$ cat config.mk
export PLATFORM = sky130hd
export DESIGN_NAME = lrast_ctrl
export DESIGN_NICKNAME = d
export VERILOG_FILES = /design/src/hdl/lazy_range_add_sum_tree_defines.svh /design/src/hdl/lrast_pkg.sv /design/src/hdl/lrast_ctrl.sv
export SDC_FILE = /design/constraint.sdc
export NUM_CORES = 1
export LEC_CHECK = 0
export BUFFER_PORTS_ARGS = -buffer_cell sky130_fd_sc_hd__buf_4
export CAP_MARGIN = 20
export CORE_MARGIN = 5
export CORE_UTILIZATION = 52
export DETAILED_ROUTE_END_ITERATION = 12
export HOLD_SLACK_MARGIN = 0.08
export PLACE_DENSITY = 0.9
export SYNTH_ARGS = -nofsm -noshare
export SYNTH_HDL_FRONTEND = slang
export SYNTH_SLANG_ARGS = --single-unit
$ cat constraint.sdc
create_clock -name clk -period 4.49 [get_ports clk]
set_input_delay 0.898 -clock clk [delete_from_list [all_inputs] [get_ports clk]]
set_output_delay 0.898 -clock clk [all_outputs]
set_load 0.02 [all_outputs]
$ cat src/hdl/lazy_range_add_sum_tree_defines.svh
// Assertion macros shared by the lazy range add / sum tree RTL.
// Define ASSERT_OFF to compile every check away.
`ifndef LAZY_RANGE_ADD_SUM_TREE_DEFINES_SVH
`define LAZY_RANGE_ADD_SUM_TREE_DEFINES_SVH

`ifndef ASSERT_OFF

// Plain condition, checked at every clock edge out of reset
`define LRAST_ASSERT(LBL, CLK, RSTN, COND) \
  LBL: assert property (@(posedge CLK) disable iff (!RSTN) (COND)) \
    else $error("LRAST check failed");

// Same-cycle implication
`define LRAST_ASSERT_IMP(LBL, CLK, RSTN, ANTE, CONS) \
  LBL: assert property (@(posedge CLK) disable iff (!RSTN) (ANTE) |-> (CONS)) \
    else $error("LRAST implication failed");

`else

`define LRAST_ASSERT(LBL, CLK, RSTN, COND)
`define LRAST_ASSERT_IMP(LBL, CLK, RSTN, ANTE, CONS)

`endif

`endif

$ cat src/hdl/lrast_pkg.sv
// Shared constants, types and helpers of the lazy range add / sum tree.
// No dependencies.
`default_nettype none

package lrast_pkg;

  localparam int LEAF_COUNT  = 1024;
  localparam int NODES       = 2 * LEAF_COUNT;
  localparam int NODE_AW     = $clog2(NODES);
  localparam int POS_W       = 10;
  localparam int VAL_W       = 30;
  localparam int EPOCH_W     = 16;
  localparam int CNT_W       = POS_W + 1;
  localparam int STACK_DEPTH = $clog2(LEAF_COUNT);
  localparam int SP_W        = $clog2(STACK_DEPTH + 1);
  localparam int MODE_W      = 2;

  localparam logic [VAL_W-1:0] MODP = 30'd998244353;
  localparam logic [POS_W-1:0] SPAN_RST = 10'd1023;

  localparam logic [MODE_W-1:0] MODE_CLR = 2'd0;
  localparam logic [MODE_W-1:0] MODE_ADD = 2'd1;
  localparam logic [MODE_W-1:0] MODE_QRY = 2'd2;

  // read address select
  localparam logic [1:0] RS_SELF  = 2'd0;
  localparam logic [1:0] RS_LEFT  = 2'd1;
  localparam logic [1:0] RS_RIGHT = 2'd2;

  // write select
  localparam logic [2:0] WS_COVER   = 3'd0;
  localparam logic [2:0] WS_CHILD_L = 3'd1;
  localparam logic [2:0] WS_CHILD_R = 3'd2;
  localparam logic [2:0] WS_PARENT  = 3'd3;
  localparam logic [2:0] WS_COMB    = 3'd4;
  localparam logic [2:0] WS_SWEEP   = 3'd5;

  // multiplier count select
  localparam logic [1:0] MS_COVER = 2'd0;
  localparam logic [1:0] MS_LEFT  = 2'd1;
  localparam logic [1:0] MS_RIGHT = 2'd2;

  typedef struct packed {
    logic [EPOCH_W-1:0] stamp;
    logic [VAL_W-1:0]   tag;
    logic [VAL_W-1:0]   sum;
  } node_t;

  typedef struct packed {
    logic [NODE_AW-1:0] node;
    logic [POS_W-1:0]   a;
    logic [POS_W-1:0]   b;
    logic [POS_W-1:0]   l;
    logic [POS_W-1:0]   r;
    logic               dir;
  } frame_t;

  typedef struct packed {
    logic       accept;
    logic       init;
    logic       epoch_inc;
    logic       rd_en;
    logic [1:0] rsel;
    logic       wr_en;
    logic [2:0] wsel;
    logic       mul_start;
    logic [1:0] msel;
    logic       lat_node;
    logic       lat_child;
    logic       acc_add;
    logic       push_desc;
    logic       desc_dir;
    logic       pop;
    logic       sweep;
    logic       out_load;
  } cmd_t;

  typedef struct packed {
    logic [MODE_W-1:0] mode;
    logic              err;
    logic              empty;
    logic              wrap;
    logic              covered;
    logic              go_l;
    logic              go_r;
    logic              was_right;
    logic              tag_zero;
    logic              mul_busy;
    logic              sp_zero;
    logic              sweep_last;
    logic              out_free;
  } st_t;

  // (a + b) mod P for a, b < P
  function automatic logic [VAL_W-1:0] modadd(input logic [VAL_W-1:0] x,
                                              input logic [VAL_W-1:0] y);
    logic [VAL_W:0] s;
    s = {1'b0, x} + {1'b0, y};
    if (s >= {1'b0, MODP}) begin
      s = s - {1'b0, MODP};
    end
    return s[VAL_W-1:0];
  endfunction

endpackage

`default_nettype wire

$ cat src/hdl/lrast_ctrl.sv
// Controller: state machine sequencing the tree walk, pushes, sweeps and results.
// Depends on lrast_pkg.
`default_nettype none

module lrast_ctrl (
  input  wire logic           clk,
  input  wire logic           rst_n,
  input  wire logic           in_valid,
  output logic                in_ready,
  input  wire lrast_pkg::st_t st,
  output lrast_pkg::cmd_t     cmd
);

  localparam logic [4:0] S_IDLE  = 5'd0;
  localparam logic [4:0] S_START = 5'd1;
  localparam logic [4:0] S_ENTER = 5'd2;
  localparam logic [4:0] S_NODE  = 5'd3;
  localparam logic [4:0] S_CWAIT = 5'd4;
  localparam logic [4:0] S_PRL   = 5'd5;
  localparam logic [4:0] S_PML   = 5'd6;
  localparam logic [4:0] S_PWL   = 5'd7;
  localparam logic [4:0] S_PRR   = 5'd8;
  localparam logic [4:0] S_PMR   = 5'd9;
  localparam logic [4:0] S_PWR   = 5'd10;
  localparam logic [4:0] S_PWP   = 5'd11;
  localparam logic [4:0] S_DESC  = 5'd12;
  localparam logic [4:0] S_DESCR = 5'd13;
  localparam logic [4:0] S_RET   = 5'd14;
  localparam logic [4:0] S_POP   = 5'd15;
  localparam logic [4:0] S_CML   = 5'd16;
  localparam logic [4:0] S_CMR   = 5'd17;
  localparam logic [4:0] S_CMW   = 5'd18;
  localparam logic [4:0] S_DONE  = 5'd19;
  localparam logic [4:0] S_SWEEP = 5'd20;

  logic [4:0] state_r, state_nxt;
  logic       boot_r, boot_nxt;

  always_comb begin
    cmd       = '0;
    in_ready  = 1'b0;
    state_nxt = state_r;
    boot_nxt  = boot_r;
    case (state_r)
      S_IDLE: begin
        in_ready = 1'b1;
        if (in_valid) begin
          cmd.accept = 1'b1;
          state_nxt  = S_START;
        end
      end
      S_START: begin
        if (st.mode == lrast_pkg::MODE_CLR) begin
          cmd.epoch_inc = 1'b1;
          state_nxt     = st.wrap ? S_SWEEP : S_DONE;
        end else if ((st.mode == lrast_pkg::MODE_ADD) || (st.mode == lrast_pkg::MODE_QRY)) begin
          if (st.err || st.empty) begin
            state_nxt = S_DONE;
          end else begin
            cmd.init  = 1'b1;
            state_nxt = S_ENTER;
          end
        end else begin
          state_nxt = S_DONE;
        end
      end
      S_ENTER: begin
        cmd.rd_en = 1'b1;
        cmd.rsel  = lrast_pkg::RS_SELF;
        state_nxt = S_NODE;
      end
      S_NODE: begin
        cmd.lat_node = 1'b1;
        if (st.covered) begin
          if (st.mode == lrast_pkg::MODE_ADD) begin
            cmd.mul_start = 1'b1;
            cmd.msel      = lrast_pkg::MS_COVER;
            state_nxt     = S_CWAIT;
          end else begin
            cmd.acc_add = 1'b1;
            state_nxt   = S_RET;
          end
        end else begin
          state_nxt = st.tag_zero ? S_DESC : S_PRL;
        end
      end
      S_CWAIT: begin
        cmd.msel = lrast_pkg::MS_COVER;
        if (!st.mul_busy) begin
          cmd.wr_en = 1'b1;
          cmd.wsel  = lrast_pkg::WS_COVER;
          state_nxt = S_RET;
        end
      end
      S_PRL: begin
        cmd.rd_en = 1'b1;
        cmd.rsel  = lrast_pkg::RS_LEFT;
        state_nxt = S_PML;
      end
      S_PML: begin
        cmd.lat_child = 1'b1;
        cmd.mul_start = 1'b1;
        cmd.msel      = lrast_pkg::MS_LEFT;
        state_nxt     = S_PWL;
      end
      S_PWL: begin
        if (!st.mul_busy) begin
          cmd.wr_en = 1'b1;
          cmd.wsel  = lrast_pkg::WS_CHILD_L;
          state_nxt = S_PRR;
        end
      end
      S_PRR: begin
        cmd.rd_en = 1'b1;
        cmd.rsel  = lrast_pkg::RS_RIGHT;
        state_nxt = S_PMR;
      end
      S_PMR: begin
        cmd.lat_child = 1'b1;
        cmd.mul_start = 1'b1;
        cmd.msel      = lrast_pkg::MS_RIGHT;
        state_nxt     = S_PWR;
      end
      S_PWR: begin
        if (!st.mul_busy) begin
          cmd.wr_en = 1'b1;
          cmd.wsel  = lrast_pkg::WS_CHILD_R;
          state_nxt = S_PWP;
        end
      end
      S_PWP: begin
        cmd.wr_en = 1'b1;
        cmd.wsel  = lrast_pkg::WS_PARENT;
        state_nxt = S_DESC;
      end
      S_DESC: begin
        cmd.push_desc = 1'b1;
        cmd.desc_dir  = !st.go_l;
        state_nxt     = S_ENTER;
      end
      S_DESCR: begin
        cmd.push_desc = 1'b1;
        cmd.desc_dir  = 1'b1;
        state_nxt     = S_ENTER;
      end
      S_RET: begin
        if (st.sp_zero) begin
          state_nxt = S_DONE;
        end else begin
          cmd.pop   = 1'b1;
          state_nxt = S_POP;
        end
      end
      S_POP: begin
        if (!st.was_right && st.go_r) begin
          state_nxt = S_DESCR;
        end else if (st.mode == lrast_pkg::MODE_ADD) begin
          state_nxt = S_CML;
        end else begin
          state_nxt = S_RET;
        end
      end
      S_CML: begin
        cmd.rd_en = 1'b1;
        cmd.rsel  = lrast_pkg::RS_LEFT;
        state_nxt = S_CMR;
      end
      S_CMR: begin
        cmd.lat_child = 1'b1;
        cmd.rd_en     = 1'b1;
        cmd.rsel      = lrast_pkg::RS_RIGHT;
        state_nxt     = S_CMW;
      end
      S_CMW: begin
        cmd.wr_en = 1'b1;
        cmd.wsel  = lrast_pkg::WS_COMB;
        state_nxt = S_RET;
      end
      S_DONE: begin
        if (st.out_free) begin
          cmd.out_load = 1'b1;
          state_nxt    = S_IDLE;
        end
      end
      S_SWEEP: begin
        cmd.sweep = 1'b1;
        cmd.wr_en = 1'b1;
        cmd.wsel  = lrast_pkg::WS_SWEEP;
        if (st.sweep_last) begin
          boot_nxt  = 1'b0;
          state_nxt = boot_r ? S_IDLE : S_DONE;
        end
      end
      default: begin
        state_nxt = S_IDLE;
      end
    endcase
  end

  always_ff @(posedge clk) begin
    if (!rst_n) begin
      state_r <= S_SWEEP;
      boot_r  <= 1'b1;
    end else begin
      state_r <= state_nxt;
      boot_r  <= boot_nxt;
    end
  end

endmodule

`default_nettype wire

==> impl_metrics.sql, run 1 <==
INSERT INTO impl_metrics (metric_group, metric, value, unit) VALUES
('run_status', 'outcome', 'completed', ''),
('critical_path', 'cp_data_required_time', '3.59', 'ns'),
('synth', 'ys_types', '52', ''),
('detailed_routing', 'drt_drc_violations_left', '0', ''),
('finish', 'final_net_count', '204', ''),
('finish', 'drive_above_1_share', '0.268', ''),
('critical_path', 'rrSetupSlack', '2.06', 'ns'),
('timing', 'rsz0062_at_grt', 'false', ''),
('grt', 'grt_antenna_before_repair', '0', ''),
('detailed_routing', 'detailedRoute.firstPassIterationCount', '4', ''),
('detailed_routing', 'via_count', '1326', ''),
('die', 'floorplan.die_area', '2860', 'um^2'),
('placed_design', 'hpwl', '2.42', 'mm'),
('grt', 'grt_max_degree', '31', ''),
('synth', 'syn-cell-area', '983', 'um^2'),
('clock_tree', 'htree_levels', '1', ''),
('grt', 'grt_pass1_wl', '5.19', 'mm'),
('clock_tree', 'cts_hold_repair.buffers', '0', ''),
('timing', 'final-setup-viol-count', '0', ''),
('synth', 'synth_top_flop_cell', 'dfxtp_1', ''),
('synth', 'post_synth_inst_count', '153', ''),
('detailed_routing', 'drt-initial-drc-count', '68', ''),
('timing', 'timing.setup.tns', '0', 'ns'),
('timing', 'min_period_over_period', '0.694', ''),
('grt', 'first_global_vias', '1172', ''),
('synth', 'top_area_cell_type_share_of_the_netlist_area', '0.122', ''),
('timing', 'finalMaxSlewViolations', '0', ''),
('timing', 'worst_clock_skew', '0.000731', 'ns'),
('detailed_routing', 'detail_route.wirelength', '3.14', 'mm'),
('clock_tree', 'numCtsBuffers', '3', ''),
('critical_path', 'worst_reg2reg_path_startpoint', 'state_r[0]', ''),
('clock_tree', 'post_cts_resize_count', '0', ''),
('synth', 'synthArstFlopShare', '0', ''),
('die', 'floorplan_die_width', '53.5', 'um'),
('die', 'core_region_area', '1760', 'um^2'),
('placed_design', 'placed_cells', '205', ''),
('power', 'design_power_total', '789', 'uW'),
('critical_path', 'worst-path-max-fanout', '30', ''),
('critical_path', 'setup.worst_path.start', 'state_r[0]', ''),
('synth', 'syn_avg_cell_area', '6.43', 'um^2'),
('grt', 'overflow', '0', ''),
('timing', 'max_clock_freq', '321', 'MHz'),
('clock_tree', 'insertion_delay_of_the_later_clocked_pin_in_the_worst_skew_pair', '0.24', 'ns'),
('grt', 'groute.usage.overall', '0.240', ''),
('timing', 'hold_violations', '0', ''),
('critical_path', 'list_of_cells_traversed_by_the_critical_path', 'nand2_1, nor3_1, and3_1, buf_4', ''),
('critical_path', 'wp_depth', '4', ''),
('critical_path', 'max_stage_delay', '0.92', 'ns'),
('placed_design', 'input_output_buffers', '38', ''),
('flow_run', 'max_cap_violations', '0', ''),
('synth', 'library_cell_occupying_the_most_area_in_the_post_synthesis_netlist', 'dfxtp_1', ''),
('finish', 'final_cell_mix', 'buf_4 (38), nor2_1 (17), nand2_1 (11)', ''),
('synth', 'synthTopCellsByArea', 'dfxtp_1 (12%), nor2_1 (6.5%), a21oi_1 (5.1%)', ''),
('synth', 'synth_seq_area_share', '0.122', ''),
('die', 'die_height', '53.5', 'um'),
('clock_tree', 'total_clock_sinks', '6', ''),
('critical_path', 'cp_slowest_cell', 'dfxtp_1', ''),
('synth', 'synth-edff-count', '0', ''),
('power', 'power-per-cell-area', '616', 'nW/um^2'),
('finish', 'diodes', '0', ''),
('placed_design', 'finalWeightedCongestion', '0.943', ''),
('clock_tree', 'clock_tree.buffer_depth', '2', ''),
('power', 'leakagePower', '0.568', 'nW'),
('critical_path', 'critical_path.n_buffers_inverters', '1', ''),
('detailed_routing', 'avgViaCountPerCell', '6.38', ''),
('critical_path', 'crit_family', 'flip-flops', ''),
('clock_tree', 'root_buffer', 'clkbuf_4', ''),
('power', 'ir_drop', '447', 'uV'),
('finish', 'layout.cells.most_common', 'buf_4', ''),
('die', 'boundaryPins', '39', ''),
('clock_tree', 'clock_tree_from_tritoncts', 'done', '');
-- cells in the mapped netlist (5+ instances only) --
| library cell | count |
|---|---|
| o21ai_0 | 5 |
| nor2b_1 | 5 |
| a21oi_1 | 10 |
| inv_1 | 9 |
| a31oi_1 | 5 |
| nand3_1 | 6 |
| nor3_1 | 7 |
| nor2_1 | 17 |
| nand2_1 | 11 |
| dfxtp_1 | 6 |
| clkbuf_1 | 9 |
-- per-layer routing --
metal  up-vias  track usage  wire length, um
li1        628            -                -
met1       609        0.298             1170
met2        87        0.408             1610
met3         2       0.0479              335
met4         0       0.0723               21
met5         -            0                0
-- how the worst min path moves through the flow --
stage / start / to / slack (ns) / cells after the start
global route: boot_r / boot_r / 0.56 / 1
floorplan: boot_r / boot_r / 0.47 / 1
global placement: boot_r / boot_r / 0.52 / 1
finish: boot_r / boot_r / 0.54 / 1
detailed placement: boot_r / boot_r / 0.53 / 1
CTS: boot_r / boot_r / 0.54 / 1
-- registers in the layout, indices dropped and copies added, names as in the netlist --
register  flops
state_r       5
boot_r        1
-- cell families after synthesis --
family | count (synthesis) | synth area share
adders and majority gates | 2 | 0.0254
and+or+nand+nor | 72 | 0.391
xor gates and xnor gates | 2 | 0.0178
buffers and inverters | 22 | 0.0840
DFF | 6 | 0.122
AOI/OAI and AO/OA | 49 | 0.360
-- metrics by stage --
step	setup WS, ns	cell area (um^2)
final	1.37	1280
after floorplan	1.66	983
after global routing	1.05	1280
after global placement	1.62	1260
after CTS	1.41	1280
after detailed placement	1.57	1260
-- worst register-to-register path, delay by kind of cell, from the launching register on --
kind / cells / cell delay (ns)
simple gates: 3 / 1.00
flops: 1 / 0.92
compound gates: 2 / 0.40
-- report_power, final --
| part | internal, mW | total (mW) | switching (mW) |
|---|---|---|---|
| Combinational | 0.255 | 0.549 | 0.295 |
| Sequential | 0.0750 | 0.191 | 0.116 |
| Clock | 0.0302 | 0.0486 | 0.0185 |
| Total | 0.360 | 0.789 | 0.429 |
-- layout make-up --
cell class	count	area [um^2]
clock buffers	3	22.5
multi-input cells	125	781
well taps	25	31.3
flip-flops and latches	6	120
inverters	11	41.3
fillers	171	483
repair buffers	38	285
(Power assumes the default switching activity.)
==> run 2, diff against run 1 <==
--- a/config.mk
+++ b/config.mk
@@ -8,10 +8,10 @@
 export BUFFER_PORTS_ARGS = -buffer_cell sky130_fd_sc_hd__buf_4
 export CAP_MARGIN = 20
 export CORE_MARGIN = 5
-export CORE_UTILIZATION = 52
+export CORE_UTILIZATION = 44
 export DETAILED_ROUTE_END_ITERATION = 12
 export HOLD_SLACK_MARGIN = 0.08
-export PLACE_DENSITY = 0.9
+export PLACE_DENSITY = 0.81
 export SYNTH_ARGS = -nofsm -noshare
 export SYNTH_HDL_FRONTEND = slang
 export SYNTH_SLANG_ARGS = --single-unit
==> constraint.sdc (replaced) <==
create_clock -name clk -period 2.8 [get_ports clk]
set_input_delay 0.56 -clock clk [delete_from_list [all_inputs] [get_ports clk]]
set_output_delay 0.56 -clock clk [all_outputs]
set_load 0.02 [all_outputs]
==> run 2 against run 1 <==
Net effect: worst setup slack got worse by 1.1 ns; clock skew rose by 0.0017 ns; total power rose by 67%; combinational power rose by 82%; wire length rose by 4.3%; clock-buffer cell count did not move; hold slack got worse by 0.0043 ns; first-iteration DRC count rose by 7.4%.
==> impl_metrics.sql, run 2 (same netlist as run 1, synthesis figures left out) <==
INSERT INTO impl_metrics (metric_group, metric, value, unit) VALUES
('run_status', 'outcome', 'completed', ''),
('timing', 'worst-slew-pin-transition', '0.773', 'ns'),
('power', 'ir_drop', '449', 'uV'),
('clock_tree', 'insertion_delay_of_the_later_clocked_pin_in_the_worst_skew_pair', '0.25', 'ns'),
('finish', 'multi_input_comb_area', '781', 'um^2'),
('die', 'die_height', '57.3', 'um'),
('clock_tree', 'clk_pin_slew_worst_paths', '0.05', 'ns'),
('timing', 'timing.setup.tns', '0', 'ns'),
('finish', 'final_cell_mix', 'buf_4 (42), nor2_1 (17), nand2_1 (11)', ''),
('timing', 'post-route-min-period', '2.52', 'ns'),
('timing', 'worst_clock_skew', '0.00240', 'ns'),
('critical_path', 'rrSetupSlack', '0.61', 'ns'),
('finish', 'largest_register_ffs', '5', ''),
('grt', 'grt_pass1_wl', '5.34', 'mm'),
('timing', 'max_clock_freq', '398', 'MHz'),
('die', 'floorplan.die_area', '3280', 'um^2'),
('critical_path', 'critPathCaptureType', 'output pin', ''),
('grt', 'grt_max_degree', '26', ''),
('critical_path', 'critical_path_arrival', '1.96', 'ns'),
('critical_path', 'worst_reg2reg_path_startpoint', 'state_r[3]', ''),
('worst_hold_path', 'worstHoldPathCells', '1', ''),
('detailed_routing', 'drt-initial-drc-count', '73', ''),
('placed_design', 'input_output_buffers', '38', ''),
('detailed_routing', 'wire_per_inst', '15.2', 'um'),
('finish', 'syn_to_final_growth', '33.7', '%'),
('timing', 'slew-limit-headroom', '0.484', ''),
('timing', 'rsz0062_at_grt', 'false', ''),
('grt', 'groute.usage.overall', '0.199', ''),
('critical_path', 'list_of_cells_traversed_by_the_critical_path', 'nand2_1, nor3_1, and3_1, buf_4', ''),
('clock_tree', 'root_buffer', 'clkbuf_4', ''),
('finish', 'layout.cells.most_common', 'buf_4', ''),
('finish', 'final-seq-area', '120', 'um^2'),
('detailed_routing', 'via_count', '1315', ''),
('worst_hold_path', 'worstHoldStart', 'boot_r', ''),
('critical_path', 'timing.critical_path.from_type', 'flop', ''),
('critical_path', 'cp_slowest_cell', 'dfxtp_1', ''),
('clock_tree', 'post_cts_buffers', '0', ''),
('detailed_routing', 'avgViaCountPerCell', '6.12', ''),
('power', 'leakagePower', '0.587', 'nW'),
('critical_path', 'cp_data_required_time', '2.24', 'ns'),
('finish', 'drive_above_1_share', '0.283', ''),
('die', 'core_region_area', '2170', 'um^2'),
('finish', 'reg_top3', 'state_r (5), boot_r (1)', ''),
('finish', 'final_net_count', '208', ''),
('power', 'design_power_total', '1.31', 'mW'),
('clock_tree', 'htree_levels', '1', ''),
('timing', 'finalMaxSlewViolations', '0', ''),
('clock_tree', 'post_cts_resize_count', '0', ''),
('finish', 'diodes', '0', ''),
('detailed_routing', 'drt_drc_violations_left', '0', ''),
('flow_run', 'max_cap_violations', '0', ''),
('detailed_routing', 'detail_route.wirelength', '3.28', 'mm'),
('timing', 'final-setup-viol-count', '0', ''),
('clock_tree', 'clock_tree.buffer_depth', '2', ''),
('critical_path', 'max_stage_delay', '0.73', 'ns'),
('clock_tree', 'cts_hold_repair.buffers', '0', ''),
('placed_design', 'hpwl', '2.59', 'mm'),
('die', 'initial_core_util', '0.453', ''),
('timing', 'min_period_over_period', '0.898', ''),
('grt', 'grt_antenna_before_repair', '0', ''),
('clock_tree', 'total_clock_sinks', '6', ''),
('detailed_routing', 'antenna_violating_nets_post_route', '0', ''),
('detailed_routing', 'detailedRoute.firstPassIterationCount', '4', ''),
('clock_tree', 'numCtsBuffers', '3', ''),
('finish', 'fillCellCount', '213', ''),
('clock_tree', 'clock_tree_from_tritoncts', 'done', ''),
('power', 'power-per-cell-area', '1000', 'nW/um^2'),
('timing', 'hold_violations', '0', ''),
('grt', 'first_global_vias', '1221', ''),
('critical_path', 'worst-path-max-fanout', '20', ''),
('critical_path', 'type_of_the_setup_path_with_the_least_slack', 'reg2out', ''),
('critical_path', 'ff2ff_path_depth', '5', ''),
('finish', 'regMostFlops', 'state_r', ''),
('die', 'boundaryPins', '39', ''),
('grt', 'overflow', '0', ''),
('worst_hold_path', 'min_delay_worst_endpoint', 'boot_r', ''),
('worst_hold_path', 'worst_hold_path_type', 'reg2reg', ''),
('die', 'floorplan_die_width', '57.3', 'um'),
('placed_design', 'finalWeightedCongestion', '0.958', ''),
('die', 'rows', '17', ''),
('critical_path', 'critical_path.reg2reg.endpoint', 'state_r[4]', '');
[run 2: changes by cell type in the layout (fill, tap and decap cells not counted)]
cell / previous run / this run
buf_4: 38 / 42
[run 2: worst max-delay path: cells and delay by family, from the launching register on]
family	cells	cell delay [ns]
buffers and inverters	1	0.14
flip-flops	1	0.73
AND/OR/NAND/NOR	3	0.83
[run 2: layout make-up]
class                   count  share of cell area
inverters                  11              0.0314
multi-input cells         125               0.594
repair buffers             42               0.240
clock buffers               3              0.0171
well taps                  28              0.0266
flip-flops and latches      6              0.0913
[run 2: layer usage]
metal  track usage  vias up  share of wire
met2         0.364       79           0.51
li1              -      635              -
met4        0.0430        0          0.014
met1         0.235      593           0.38
met5             0        -              0
met3        0.0452        8          0.089
[run 2: per-stage QoR]
| stage | utilization | setup WS (ns) | instances | hold slack, ns | area (um^2) |
|---|---|---|---|---|---|
| floorplan | - | 0.366 | 153 | 0.468 | 983 |
| global placement | 0.596 | 0.592 | 212 | 0.516 | 1290 |
| detailed placement | 0.596 | 0.533 | 212 | 0.526 | 1290 |
| CTS | 0.606 | 0.305 | 215 | 0.531 | 1320 |
| global route | 0.606 | 0.0862 | 215 | 0.537 | 1320 |
| finish | 0.606 | 0.284 | 215 | 0.538 | 1320 |
[run 2: report_power, final]
| part | internal, mW | switching, mW | leakage (nW) | total [mW] |
|---|---|---|---|---|
| Combinational | 0.436 | 0.562 | 0.524 | 0.997 |
| Sequential | 0.120 | 0.114 | 0.0498 | 0.234 |
| Clock | 0.0487 | 0.0344 | 0.0138 | 0.0831 |
[run 2: how the worst max path moves through the flow]
| stage | startpoint | end | cells after the start |
|---|---|---|---|
| after floorplan | state_r[4] | cmd[3] | 4 |
| after global placement | st[12] | cmd[19] | 6 |
| after detailed placement | st[12] | state_r[0] | 8 |
| after CTS | state_r[0] | cmd[5] | 4 |
| after global routing | state_r[0] | cmd[5] | 4 |
| final | state_r[0] | cmd[5] | 4 |
==> run 3, diff against run 2 <==
==> constraint.sdc (replaced) <==
create_clock -name clk -period 2.28 [get_ports clk]
set_input_delay 0.456 -clock clk [delete_from_list [all_inputs] [get_ports clk]]
set_output_delay 0.456 -clock clk [all_outputs]
set_load 0.02 [all_outputs]
==> run 3 against run 2 <==
Net effect: largest power group unchanged; hold slack got worse by 0.097 ns; sequential power grew 4%; non-clock buffer count grew 9; clock-buffer cell count unchanged; combinational power rose by 37%; clock power up 22%.
==> impl_metrics.sql, run 3 (same netlist as run 1, synthesis figures left out) <==
INSERT INTO impl_metrics (metric_group, metric, value, unit) VALUES
('die', 'boundaryPins', '39', ''),
('clock_tree', 'numCtsBuffers', '3', ''),
('critical_path', 'worst-path-max-fanout', '12', ''),
('power', 'share_of_total_power_in_combinational_logic', '0.799', ''),
('timing', 'slew-limit-headroom', '0.725', ''),
('die', 'floorplan_die_width', '57.3', 'um'),
('critical_path', 'critPathCaptureType', 'output pin', ''),
('finish', 'diodes', '0', ''),
('timing', 'final-setup-viol-count', '0', ''),
('critical_path', 'rrSetupSlack', '0.30', 'ns'),
('grt', 'first_global_vias', '1282', ''),
('die', 'initial_core_util', '0.453', ''),
('finish', 'drive_above_1_share', '0.347', ''),
('finish', 'final_cell_mix', 'buf_4 (51), nor2_1 (15), nand2_1 (11)', ''),
('detailed_routing', 'detail_route.wirelength', '3.59', 'mm'),
('power', 'leakagePower', '0.634', 'nW'),
('finish', 'layoutNonFillerInstCount', '224', ''),
('critical_path', 'cp_data_required_time', '1.82', 'ns'),
('power', 'design_power_total', '1.71', 'mW'),
('die', 'floorplan.die_area', '3280', 'um^2'),
('timing', 'worst-slew-pin-transition', '0.402', 'ns'),
('power', 'netSwitchingFraction', '0.529', ''),
('placed_design', 'finalWeightedCongestion', '1.03', ''),
('power', 'clkPwrFrac', '0.059', ''),
('timing', 'hold_violations', '0', ''),
('detailed_routing', 'detailedRoute.firstPassIterationCount', '5', ''),
('critical_path', 'critical_path_arrival', '1.74', 'ns'),
('clock_tree', 'root_buffer', 'clkbuf_4', ''),
('clock_tree', 'clk_pin_slew_worst_paths', '0.05', 'ns'),
('grt', 'grt_max_degree', '24', ''),
('power', 'power-per-cell-area', '1220', 'nW/um^2'),
('flow_run', 'max_cap_violations', '0', ''),
('placed_design', 'input_output_buffers', '38', ''),
('timing', 'worst_clock_skew', '0.00121', 'ns'),
('placed_design', 'post_dp_cell_area', '1370', 'um^2'),
('timing', 'finalMaxSlewViolations', '0', ''),
('run_status', 'outcome', 'completed', ''),
('clock_tree', 'cts_hold_repair.buffers', '0', ''),
('clock_tree', 'clock_tree_from_tritoncts', 'done', ''),
('finish', 'regMostFlops', 'state_r', ''),
('power', 'switching_power', '904', 'uW'),
('timing', 'post-route-min-period', '2.20', 'ns'),
('power', 'intPower', '806', 'uW'),
('detailed_routing', 'via_count', '1376', ''),
('critical_path', 'type_of_the_setup_path_with_the_least_slack', 'reg2out', ''),
('power', 'pwr-share-seq', '0.142', ''),
('placed_design', 'placed_cells', '221', ''),
('timing', 'min_period_over_period', '0.963', ''),
('clock_tree', 'insertion_delay_of_the_later_clocked_pin_in_the_worst_skew_pair', '0.25', 'ns'),
('die', 'die_height', '57.3', 'um'),
('grt', 'grt_antenna_before_repair', '0', ''),
('detailed_routing', 'wire_per_inst', '16.0', 'um'),
('detailed_routing', 'avgViaCountPerCell', '6.14', ''),
('finish', 'largest_register_ffs', '5', ''),
('critical_path', 'timing.critical_path.from_type', 'flop', ''),
('detailed_routing', 'drt-initial-drc-count', '88', ''),
('detailed_routing', 'drt_drc_violations_left', '0', ''),
('finish', 'final_net_count', '217', ''),
('clock_tree', 'total_clock_sinks', '6', ''),
('clock_tree', 'htree_levels', '1', ''),
('placed_design', 'hpwl', '2.78', 'mm'),
('finish', 'final_cell_area', '1400', 'um^2'),
('power', 'ir_drop', '629', 'uV'),
('die', 'rows', '17', ''),
('timing', 'max_clock_freq', '455', 'MHz'),
('finish', 'reg_top3', 'state_r (5), boot_r (1)', ''),
('timing', 'rsz0062_at_grt', 'false', ''),
('worst_hold_path', 'worst_hold_path_type', 'in2reg', ''),
('grt', 'overflow', '0', ''),
('timing', 'timing.setup.tns', '0', 'ns'),
('finish', 'final_standard_cell_utilization_of_the_core', '0.645', ''),
('grt', 'grt_pass1_wl', '5.89', 'mm'),
('grt', 'groute.usage.overall', '0.220', ''),
('finish', 'syn_to_final_growth', '42.4', '%'),
('clock_tree', 'clock_tree.buffer_depth', '2', ''),
('die', 'core_region_area', '2170', 'um^2'),
('detailed_routing', 'antenna_violating_nets_post_route', '0', ''),
('finish', 'layout.cells.most_common', 'buf_4', '');
[run 3: changes by cell type in the layout (fill, tap and decap cells not counted), sizes merged]
cell  previous run  this run
buf             42        51
[run 3: power by group through the flow]
stage | clock, mW | sequential, mW | combinational (mW)
floorplan | 0 | 0.180 | 0.933
global route | 0.112 | 0.248 | 1.48
CTS | 0.103 | 0.236 | 1.33
detailed placement | 0 | 0.237 | 1.33
global placement | 0 | 0.234 | 1.30
finish | 0.101 | 0.243 | 1.37
[run 3: worst paths after layout]
kind	start	end	cells after the start
worst max-delay path	state_r[2]	cmd[10]	8
worst min-delay path	rst_n	state_r[2]	2
worst max register to register	state_r[3]	state_r[4]	5
worst min register to register	boot_r	boot_r	1
[run 3: through the flow]
stage / worst slack [ns] / hold slack, ns
after detailed placement: 0.155 / 0.536
after floorplan: 0.0598 / 0.468
after CTS: 0.0157 / 0.442
after global placement: 0.209 / 0.522
final: 0.0838 / 0.441
after global routing: 0.000718 / 0.450
[run 3: layer usage]
layer / GRT usage / part of all wire / up-vias
li1: - / - / 652
met3: 0.0452 / 0.090 / 11
met1: 0.276 / 0.39 / 626
met2: 0.377 / 0.50 / 87
met4: 0.0629 / 0.025 / 0
met5: 0 / 0 / -
[run 3: layout make-up]
class	count	area (um^2)
tap	28	35.0
inverter	11	41.3
sequential	6	123
timing repair buffer	51	383
multi-input combinational	125	796
fill	204	769
clock buffer	3	22.5
[run 3: critical path, stage by stage, from the launching register on]
cell and delay [ns]:
dfxtp_2 0.36, buf_4 0.19, buf_4 0.16, nor2b_1 0.19, a31oi_1 0.11, nor3_1 0.14, a31oi_1 0.07, nor2_1 0.11
buf_4 0.15
[run 3: what timing repair did]
action,4_1_cts,5_1_grt
gates resized for setup,0,5
setup endpoints to repair,0,7
setup buffers,0,0
